### src/rtl/rse_pkg.sv
// Package for the postfix stack evaluator: sizes, character codes, status codes,
// sequencer states and the request structs of both channels.
// No dependencies.
package rse_pkg;

  localparam int STACK_DEPTH = 16;
  localparam int DATA_W      = 32;
  localparam int STACK_AW    = $clog2(STACK_DEPTH);
  localparam int STACK_CW    = $clog2(STACK_DEPTH + 1);
  localparam int MD_STEPS    = DATA_W;
  localparam int MD_CW       = $clog2(MD_STEPS);

  localparam logic [7:0] CH_ZERO  = 8'h30;
  localparam logic [7:0] CH_NINE  = 8'h39;
  localparam logic [7:0] CH_PLUS  = 8'h2b;
  localparam logic [7:0] CH_MINUS = 8'h2d;
  localparam logic [7:0] CH_STAR  = 8'h2a;
  localparam logic [7:0] CH_SLASH = 8'h2f;

  typedef enum logic [2:0] {
    STAT_OK      = 3'd0,
    STAT_BADCHAR = 3'd1,
    STAT_UNDER   = 3'd2,
    STAT_OVER    = 3'd3,
    STAT_DIVZERO = 3'd4
  } status_e;

  typedef enum logic [2:0] {
    ST_IDLE,
    ST_DECODE,
    ST_READ,
    ST_WAIT,
    ST_DONE
  } state_e;

  typedef struct packed {
    logic [7:0]         ch;
    logic               first;
    logic               last;
    logic signed [31:0] arg_value;
  } in_req_t;

  typedef struct packed {
    logic signed [31:0] value;
    logic [2:0]         status;
  } out_req_t;

  typedef struct packed {
    logic start;
    logic div;
  } md_cmd_t;

endpackage

### src/rtl/rpn_stack_evaluator.sv
// Postfix integer expression evaluator, one character per request.
// Depends on rse_pkg, rse_ram and rse_muldiv.
//
// Input channel: in_valid_i / in_stall_o carry in_req_i (character, first,
// last, argument). Output channel: out_valid_o / out_stall_i carry out_req_o
// (value, status); one result follows each request marked last.
// A request is taken only while the sequencer is idle; in_stall_o is high
// while a request is in work.
// Sequencer states per request, from accept to the next accept:
//   digit, bad character, error or ignored request: decode, done
//   + and -: decode, read, done (stack read through the registered RAM port)
//   * and /: decode, read, wait for the 32 steps of the shared one-bit-per-cycle
//   multiply/divide unit with set-up in read and write-back at its end, done.
// A result sits in an output register; the next request is accepted while it
// waits. If a later last request finishes while that result is still stalled,
// the sequencer holds until the receiver takes it.
// Reset clears the top value, stack count, number flag, error code and the
// output valid; stack RAM contents are undefined until pushed.
module rpn_stack_evaluator
  import rse_pkg::*;
(
  input  logic     clk_i,
  input  logic     rst_ni,
  input  logic     in_valid_i,
  input  in_req_t  in_req_i,
  output logic     in_stall_o,
  output logic     out_valid_o,
  output out_req_t out_req_o,
  input  logic     out_stall_i
);

  state_e               state_q, state_d;
  logic [DATA_W-1:0]    top_q, top_d;
  logic [STACK_CW-1:0]  cnt_q, cnt_d;
  logic                 innum_q, innum_d;
  status_e              err_q, err_d;
  logic [7:0]           ch_q;
  logic                 last_q;
  logic                 out_valid_q, out_valid_d;
  out_req_t             out_q, out_d;

  logic                 accept;
  logic                 is_digit, is_op;
  logic [3:0]           digit;
  logic                 ram_we;
  logic [STACK_AW-1:0]  ram_waddr, ram_raddr;
  logic [DATA_W-1:0]    ram_rdata;
  md_cmd_t              md_cmd;
  logic                 md_done;
  logic [DATA_W-1:0]    md_result;
  logic                 out_free;

  assign accept     = in_valid_i && (state_q == ST_IDLE);
  assign in_stall_o = (state_q != ST_IDLE);
  assign is_digit   = (ch_q inside {[CH_ZERO:CH_NINE]});
  assign is_op      = (ch_q inside {CH_PLUS, CH_MINUS, CH_STAR, CH_SLASH});
  assign digit      = 4'(ch_q - CH_ZERO);
  assign ram_waddr  = cnt_q[STACK_AW-1:0];
  assign ram_raddr  = STACK_AW'(cnt_q - 1'b1);
  assign out_free   = !out_valid_q || !out_stall_i;

  rse_ram #(
    .Width(DATA_W),
    .Depth(STACK_DEPTH)
  ) u_stack (
    .clk_i  (clk_i),
    .we_i   (ram_we),
    .waddr_i(ram_waddr),
    .wdata_i(top_q),
    .raddr_i(ram_raddr),
    .rdata_o(ram_rdata)
  );

  rse_muldiv u_muldiv (
    .clk_i   (clk_i),
    .rst_ni  (rst_ni),
    .cmd_i   (md_cmd),
    .a_i     (ram_rdata),
    .b_i     (top_q),
    .done_o  (md_done),
    .result_o(md_result)
  );

  // next state
  always_comb begin
    state_d = state_q;
    case (state_q)
      ST_IDLE: begin
        if (accept) begin
          state_d = ST_DECODE;
        end
      end
      ST_DECODE: begin
        if (err_q == STAT_OK && !is_digit && is_op && cnt_q != '0 &&
            !(ch_q == CH_SLASH && top_q == '0)) begin
          state_d = ST_READ;
        end else begin
          state_d = ST_DONE;
        end
      end
      ST_READ: begin
        if (ch_q == CH_STAR || ch_q == CH_SLASH) begin
          state_d = ST_WAIT;
        end else begin
          state_d = ST_DONE;
        end
      end
      ST_WAIT: begin
        if (md_done) begin
          state_d = ST_DONE;
        end
      end
      ST_DONE: begin
        if (!last_q || out_free) begin
          state_d = ST_IDLE;
        end
      end
      default: state_d = ST_IDLE;
    endcase
  end

  // datapath and outputs
  always_comb begin
    top_d       = top_q;
    cnt_d       = cnt_q;
    innum_d     = innum_q;
    err_d       = err_q;
    ram_we      = 1'b0;
    md_cmd      = '0;
    out_valid_d = out_valid_q && out_stall_i;
    out_d       = out_q;
    case (state_q)
      ST_IDLE: begin
        if (accept && in_req_i.first) begin
          top_d   = in_req_i.arg_value;
          cnt_d   = '0;
          innum_d = 1'b0;
          err_d   = STAT_OK;
        end
      end
      ST_DECODE: begin
        if (err_q == STAT_OK) begin
          if (is_digit) begin
            if (innum_q) begin
              top_d = (top_q << 3) + (top_q << 1) + DATA_W'(digit);
            end else if (cnt_q >= STACK_CW'(STACK_DEPTH)) begin
              err_d = STAT_OVER;
            end else begin
              ram_we  = 1'b1;
              cnt_d   = cnt_q + 1'b1;
              top_d   = DATA_W'(digit);
              innum_d = 1'b1;
            end
          end else begin
            innum_d = 1'b0;
            if (!is_op) begin
              err_d = STAT_BADCHAR;
            end else if (cnt_q == '0) begin
              err_d = STAT_UNDER;
            end else if (ch_q == CH_SLASH && top_q == '0) begin
              err_d = STAT_DIVZERO;
            end
          end
        end
      end
      ST_READ: begin
        cnt_d = cnt_q - 1'b1;
        case (ch_q)
          CH_PLUS:  top_d = ram_rdata + top_q;
          CH_MINUS: top_d = ram_rdata - top_q;
          CH_STAR: begin
            md_cmd.start = 1'b1;
            md_cmd.div   = 1'b0;
          end
          CH_SLASH: begin
            md_cmd.start = 1'b1;
            md_cmd.div   = 1'b1;
          end
          default: top_d = top_q;
        endcase
      end
      ST_WAIT: begin
        if (md_done) begin
          top_d = md_result;
        end
      end
      ST_DONE: begin
        if (last_q && out_free) begin
          innum_d      = 1'b0;
          out_valid_d  = 1'b1;
          out_d.value  = (err_q == STAT_OK) ? top_q : '0;
          out_d.status = err_q;
        end
      end
      default: ;
    endcase
  end

  always_ff @(posedge clk_i or negedge rst_ni) begin
    if (!rst_ni) begin
      state_q     <= ST_IDLE;
      top_q       <= '0;
      cnt_q       <= '0;
      innum_q     <= 1'b0;
      err_q       <= STAT_OK;
      out_valid_q <= 1'b0;
    end else begin
      state_q     <= state_d;
      top_q       <= top_d;
      cnt_q       <= cnt_d;
      innum_q     <= innum_d;
      err_q       <= err_d;
      out_valid_q <= out_valid_d;
    end
  end

  always_ff @(posedge clk_i) begin
    out_q <= out_d;
    if (accept) begin
      ch_q   <= in_req_i.ch;
      last_q <= in_req_i.last;
    end
  end

  assign out_valid_o = out_valid_q;
  assign out_req_o   = out_q;

endmodule

### src/rtl/rse_ram.sv
// Generic single-write, single-read RAM with registered read data.
// No dependencies.
module rse_ram #(
  parameter int Width = 32,
  parameter int Depth = 16
) (
  input  logic                     clk_i,
  input  logic                     we_i,
  input  logic [$clog2(Depth)-1:0] waddr_i,
  input  logic [Width-1:0]         wdata_i,
  input  logic [$clog2(Depth)-1:0] raddr_i,
  output logic [Width-1:0]         rdata_o
);

  logic [Width-1:0] mem_q [Depth];

  always_ff @(posedge clk_i) begin
    if (we_i) begin
      mem_q[waddr_i] <= wdata_i;
    end
    rdata_o <= mem_q[raddr_i];
  end

endmodule

### src/rtl/rse_muldiv.sv
// Iterative 32-bit multiplier (low word) and signed truncating divider,
// one bit per cycle, with separate add and subtract paths. Depends on rse_pkg.
module rse_muldiv
  import rse_pkg::*;
(
  input  logic              clk_i,
  input  logic              rst_ni,
  input  md_cmd_t           cmd_i,
  input  logic [DATA_W-1:0] a_i,
  input  logic [DATA_W-1:0] b_i,
  output logic              done_o,
  output logic [DATA_W-1:0] result_o
);

  logic [DATA_W-1:0] hi_q, hi_d, lo_q, lo_d, opnd_q, opnd_d;
  logic              neg_q, neg_d, div_q, div_d;
  logic              busy_q, busy_d, done_q, done_d;
  logic [MD_CW-1:0]  cnt_q, cnt_d;
  logic [DATA_W:0]   rem_sh, diff;

  always_comb begin
    hi_d   = hi_q;
    lo_d   = lo_q;
    opnd_d = opnd_q;
    neg_d  = neg_q;
    div_d  = div_q;
    busy_d = busy_q;
    done_d = 1'b0;
    cnt_d  = cnt_q;
    rem_sh = {hi_q, lo_q[DATA_W-1]};
    diff   = rem_sh - {1'b0, opnd_q};
    if (cmd_i.start) begin
      div_d  = cmd_i.div;
      busy_d = 1'b1;
      cnt_d  = '0;
      hi_d   = '0;
      neg_d  = a_i[DATA_W-1] ^ b_i[DATA_W-1];
      if (cmd_i.div) begin
        lo_d   = a_i[DATA_W-1] ? (~a_i + 1'b1) : a_i;
        opnd_d = b_i[DATA_W-1] ? (~b_i + 1'b1) : b_i;
      end else begin
        lo_d   = b_i;
        opnd_d = a_i;
      end
    end else if (busy_q) begin
      if (div_q) begin
        if (!diff[DATA_W]) begin
          hi_d = diff[DATA_W-1:0];
          lo_d = {lo_q[DATA_W-2:0], 1'b1};
        end else begin
          hi_d = rem_sh[DATA_W-1:0];
          lo_d = {lo_q[DATA_W-2:0], 1'b0};
        end
      end else begin
        if (lo_q[0]) begin
          hi_d = hi_q + opnd_q;
        end
        opnd_d = {opnd_q[DATA_W-2:0], 1'b0};
        lo_d   = {1'b0, lo_q[DATA_W-1:1]};
      end
      cnt_d = cnt_q + 1'b1;
      if (cnt_q == MD_CW'(MD_STEPS - 1)) begin
        busy_d = 1'b0;
        done_d = 1'b1;
      end
    end
  end

  always_ff @(posedge clk_i or negedge rst_ni) begin
    if (!rst_ni) begin
      busy_q <= 1'b0;
      done_q <= 1'b0;
      cnt_q  <= '0;
    end else begin
      busy_q <= busy_d;
      done_q <= done_d;
      cnt_q  <= cnt_d;
    end
  end

  always_ff @(posedge clk_i) begin
    hi_q   <= hi_d;
    lo_q   <= lo_d;
    opnd_q <= opnd_d;
    neg_q  <= neg_d;
    div_q  <= div_d;
  end

  assign done_o   = done_q;
  assign result_o = div_q ? (neg_q ? (~lo_q + 1'b1) : lo_q) : hi_q;

endmodule
### config.mk
export PLATFORM = sky130hd
export DESIGN_NAME = rpn_stack_evaluator
export DESIGN_NICKNAME = d
export VERILOG_FILES = /design/src/rtl/rse_pkg.sv /design/src/rtl/rpn_stack_evaluator.sv /design/src/rtl/rse_ram.sv /design/src/rtl/rse_muldiv.sv
export SDC_FILE = /design/constraint.sdc
export NUM_CORES = 2
export LEC_CHECK = 0
export BUFFER_PORTS_ARGS = -buffer_cell sky130_fd_sc_hd__buf_4
export CAP_MARGIN = 20
export CORE_MARGIN = 2
export CORE_UTILIZATION = 48
export DETAILED_ROUTE_END_ITERATION = 10
export PLACE_DENSITY = 0.65
export SYNTH_ARGS = -nofsm -noshare
export SYNTH_HDL_FRONTEND = slang
export SYNTH_HIERARCHICAL = 1
export SYNTH_SLANG_ARGS = --single-unit
### constraint.sdc
create_clock -name clk_i -period 6.29 [get_ports clk_i]
set_clock_uncertainty 0.2 [all_clocks]
set_input_delay 1.258 -clock clk_i [delete_from_list [all_inputs] [get_ports clk_i]]
set_output_delay 1.258 -clock clk_i [all_outputs]
set_load 0.02 [all_outputs]
---- Word level (Yosys, flattened, before mapping) ----
Memories as Yosys holds them, arrays and structs flattened. A register that Yosys moved wholly into a read port is not among the register bits.
Cells that the tools add are included.
word-level totals
  logic and storage cells ................. 172
  memory bits (writable) .................. 512
  bits in latches ......................... 0
  output and inout bits ................... 37
  register bits ........................... 194
  input bits .............................. 46
  memories ................................ 1
  memory bits (read-only) ................. 0
memories
  name           words  width  rd ports  clocked after memory_dff  write ports  RTL line       RTL
  u_stack.mem_q  16     32     1         1                         1            rse_ram.sv:15  logic [Width-1:0] mem_q [Depth];
cells by class
  reductions and logical operators ........ 39
  divide/modulo/power cells ............... 0
  multiply operators ...................... 0
  shift-type cells ........................ 0
  mux-type cells .......................... 70
  add/subtract/negate cells ............... 13
  order comparisons ....................... 3
  bitwise operators ....................... 4
  equal/unequal tests ..................... 24
operators by type and width
  kind                     count
  $mux W32                 21
  $pmux W32 S4             1
  $add A32 B1 Y32 const B  3
  $add A32 B32 Y32         3
  $not A32 Y32             3
  $pmux W32 S2             1
  $mux W3                  13
  $mux W5                  7
  $sub A33 B32 Y33         1
  $add A32 B4 Y32          1
  $eq A8 B6 Y1 const B     4
  $logic_not A32 Y1        1
  $sub A32 B32 Y32         1
  $mux W1                  21
  $ne A2 B2 Y1 const B     8
  $pmux W3 S5              1
  $pmux W5 S3              1
  $ne A3 B3 Y1 const B     4
  $reduce_and A6 Y1        2
  $add A5 B1 Y5 const B    2
  $logic_and A1 B1 Y1      10
  $reduce_bool A3 Y1       3
  $ge A8 B6 Y1 const B     1
  $le A8 B6 Y1 const B     1
  other kinds (25)         39

---- Longest topological paths before layout ----
  word-level depth ........................ 9
  depth in mapped cells ................... 18

---- Cells and area by module ----
Netlist, hierarchy kept.
modules (own cells, without submodules)
  module               area an instance (µm²)  cells an instance  instances
  rse_ram              19835.3                 838                1
  rse_muldiv           11208.2                 1430               1
  rpn_stack_evaluator  8658.3                  1027               1

---- Least setup slack after synthesis ----
OpenSTA, ideal clock, no wires.
  path type ............................... flip-flop to flip-flop
  from .................................... register top_q[7]
  to ...................................... register top_q[27]
  cell stages (with the launch flop) ...... 18
  setup slack ............................. 999 ps
  required time ........................... 5954 ps
  arrival ................................. 4956 ps
  buffers on the path ..................... 1
  path through ............................ dfrtp_1 -> or4_4 -> or3_4 -> or4_2 -> or4_1 -> o31ai_1 -> xor2_1 -> ha_1 -> clkbuf_1 -> a21oi_1 -> o21ai_0 -> a31o_2 -> a221oi_1 -> o221ai_1 -> a21oi_1 -> xnor2_1 -> a221oi_1 -> a211oi_1
between the ends
  word-level cells in the longest chain between the ends .. 6
  elaborated cells between the ends (all ways) .. 9
  classes of those cells .................. 4 x add/sub; 5 x mux
RTL lines
  what                    RTL line                    RTL
  start, declared         rpn_stack_evaluator.sv:33   logic [DATA_W-1:0] top_q, top_d;
  start signal, assigned  rpn_stack_evaluator.sv:209  top_q <= top_d;
  $add A32 B32 Y32        rpn_stack_evaluator.sv:145  top_d = (top_q << 3) + (top_q << 1) + DATA_W'(digit);
  $add A32 B4 Y32         rpn_stack_evaluator.sv:145
  $mux W32                rpn_stack_evaluator.sv:144  if (innum_q) begin
  $mux W32                rpn_stack_evaluator.sv:143  if (is_digit) begin
  $mux W32                rpn_stack_evaluator.sv:142  if (err_q == STAT_OK) begin
  $pmux W32 S4 *          rpn_stack_evaluator.sv:132  case (state_q)
Every way passes the cells marked *; elsewhere a longest branch is shown, timed or not. The select of a mux whose other input is x is not followed.
A chain may end at the register's enable or synchronous reset.

---- Final worst setup path ----
Same ends and word-level chain as after synthesis.

==> summary.md <==
| Metric | Value |
|---|---|
| Synthesized net count | `3506` |
| CTS tree | `done` |
| Nets | `about 3600` |
| Port Buf Inserts | `82` |
| Most common cell in the netlist | `edfxtp_1` |
| Simple-gate share of the synthesized area | `0.09612` |
| Rows | `between 100 and 150` |
| Met1 Track Usage GR | `0.3733` |
| Crit path required time | `between 6 and 7 ns` |
| Synth Area in Compound Gates | `0.1493` |
| Hold Violations, Final | `0` |
| Period minus WS final | `5.648 ns` |
| Initial DRC count | `3141` |
| Post-synth top cells | `edfxtp_1, nand2_1, o21ai_0, a21oi_1, nor2_1` |
| Overall die width | `291.6 um` |
| GRT busiest layer | `met2` |
| Via Count | `28460` |
| Post-synthesis xor/xnor area fraction | `0.04942` |
| Final Slew Violations | `0` |
| Die area | `85030 um^2` |
| Met2 GRT Util | `0.4623` |
| Dominant cells by area after synthesis | `edfxtp_1, mux4_2, ha_1` |
| Clock-pin slew on the worst setup and hold paths | `about 0.060 ns` |
| PD cells | `458.0 nW/um^2` |
| Avg Inst Size Synth | `12.05 um^2` |
| H-tree depth | `3` |
| Largest area contributor in the netlist | `edfxtp_1` |
| Routability Congestion | `0.9577` |
| Dominant synthesized flop cell | `edfxtp_1` |
| Initial Util | `0.4843` |
| HPWL Detailed | `approximately 81000 um` |
| Via count of the first global-routing pass | `around 28000` |
| R2R depth | `16` |
| Multiplexer share of the synthesized area | `0.09016` |
| I/O pin total | `83` |
| Routing usage on met3 | `0.03380` |
| Hold-fix buffers, CTS | `0` |
| Pin slew with the least headroom to its limit | `1.152 ns` |
| Setup TNS | `0 ns` |
| Share of layout cells above drive strength 1 | `0.1441` |
| Routed wire per std cell | `26.39 um` |
| Final setup vio count | `0` |
| Post-synthesis sequential area ratio | `0.5355` |
| Leakage power | `~0.016 uW` |
| #FFs+latches synth | `738` |
| Layout area overhead | `12.45%` |
| Post-CTS setup buffers | `0` |
| DRT Wirelength | `118900 um` |
| Hold depth | `0` |
| Synthesized cell area | `39700 um^2` |
| Core Region | `roughly 82000 um^2` |
| Number of buffers created by CTS | `80` |
| Global Route Usage Sum | `0.2766` |
| Yosys warns | `6` |
| Worst-path fanout max | `8` |
| Startpoint Class | `register` |
| Post_cts resized | `0` |
| Largest family of logic cells by synthesized area | `compound AO/OA/AOI/OAI gates` |
| Largest net degree at the start of global routing | `around 140` |
| Worst Path Arrival | `5.98 ns` |
| Max clock buf depth | `3` |
| Netlist cell types | `slightly above 90` |
| Outcome | `finished clean` |
| Fill cells | `approximately 7000` |
| RSZ-0062 raised after global routing | `false` |
| Clock latency on the worst-skew pair | `0.67 ns` |
| Max Clock Freq | `177.1 MHz` |
| Residual DRC | `0` |
| Post-synth EDFFs | `622` |
| Max-cap violation count | `0` |
| Root Driver | `clkbuf_16` |
| First-pass GRT wire length | `177300 um` |
| CTS Sinks | `about 740` |
| Detailed Routing Iterations Pass 1 | `8` |
| DRT antenna net count | `0` |
| Grt total ovfl | `0` |
| Post-synth ARST share | `0.07046` |
| Rel. slew slack | `0.2321` |
| Initial antenna violation count | `3` |
| Crit path kind | `register to register` |
| Post-layout power | `slightly above 20000 uW` |
| Peak supply drop | `0.0003230 V` |
| Post-Syn Instances | `approximately 3300` |
| Drt via density | `6.316` |
| Critical path endpoint category | `register` |
| Die Y | `291.6 um` |
| Yosys top cell area share | `0.4705` |
| Hold Crit Class | `register to register` |
| Tcrit/Tclk final | `0.8979` |
| Adder-cell share of the synthesized area | `0.05295` |
==> power by group <==
| part | leakage (uW) | total, uW | internal [uW] | switching (uW) |
|---|---|---|---|---|
| logic | 0.00798 | 8870 | 3270 | 5600 |
| clock network | 0.00135 | 4890 | 2860 | 2030 |
| registers | 0.00681 | 6680 | 6110 | 572 |
| total | 0.0161 | 20400 | 12200 | 8200 |
==> per-layer routing <==
layer  share of wire  up-vias
li1                -    12900
met1            0.42    14240
met2            0.48     1119
met3           0.063      200
met4           0.035        2
met5         0.00010        -
==> state kept, by name (all words and copies together) (netlist names), 5 cells and up <==
signal and flops:
u_muldiv/lo_q 32, out_req_o 35, u_stack/mem_q 512, ch_q 8
u_stack/rdata_o 32, u_muldiv/cnt_q 5, top_q 32, u_muldiv/opnd_q 32
u_muldiv/hi_q 32, cnt_q 5
==> logic make-up after synthesis <==
logic type / after synthesis
compound gates: 910
simple gates: 795
flops: 738
buf+inv: 266
xor+xnor: 224
mux: 197
fa+ha+maj: 165
==> cell type report <==
| class | count | area, um^2 | area share |
|---|---|---|---|
| tap | 1070 | 1339 | 0.02999 |
| timing repair buffer | 171 | 1361 | 0.03049 |
| clock buffer | 95 | 2120 | 0.04748 |
| antenna | 1 | 2.502 | 0.00005605 |
| sequential | 738 | 21260 | 0.4762 |
| clock inverter | 55 | 659.4 | 0.01477 |
| multi-input combinational | 2291 | 17570 | 0.3936 |
| inverter | 85 | 329.1 | 0.007371 |
==> cell usage in the layout, fill, tap and decap left out, types with 65 or more instances in the layout <==
master,instances
a21oi_1,209
a22oi_1,79
buf_4,166
clkbuf_16,81
edfxtp_1,622
ha_1,160
inv_1,81
mux4_2,128
nand2_1,268
nor2_1,179
o211ai_1,73
o21ai_0,217
xnor2_1,65
xor2_1,159
==> path summary, 6_finish.rpt <==
check | startpoint | endpoint | slack, ns
max in group asynchronous | rst_ni | top_q[31] | 4.83
worst max register to register | top_q[7] | top_q[27] | 0.64
min in group asynchronous | rst_ni | err_q[2] | 0.46
worst max-delay path | top_q[7] | top_q[27] | 0.64
worst min-delay path | err_q[1] | out_req_o[1] | 0.31
worst min register to register | err_q[1] | out_req_o[1] | 0.31
==> through the flow <==
step	utilization	instance area, um^2	hold slack [ns]	std cells	worst slack [ns]
2_1_floorplan	-	39700	0.2479	3295	0.9988
3_3_place_gp	0.5100	41810	0.2929	4353	0.7056
3_5_place_dp	0.5100	41810	0.2990	4353	0.6556
4_1_cts	0.5439	44590	0.3119	4503	0.5595
5_1_grt	0.5446	44640	0.3271	4505	0.3289
6_report	0.5446	44640	0.3106	4506	0.6423
==> worst max-delay path, cell delays in order (launching register included) <==
cell and delay, ns:
dfrtp_1 0.38, or4_4 0.55, or3_4 0.37, or4_2 0.60, or4_1 0.55, o31ai_1 0.28, xor2_1 0.18, ha_1 0.35
a21oi_1 0.24, o21ai_0 0.13, a31o_2 0.22, a221oi_1 0.41, o221ai_1 0.19, a21oi_1 0.33, xnor2_1 0.16, a221oi_1 0.09
a211oi_1 0.30
Power figures use the tool's default switching activity.
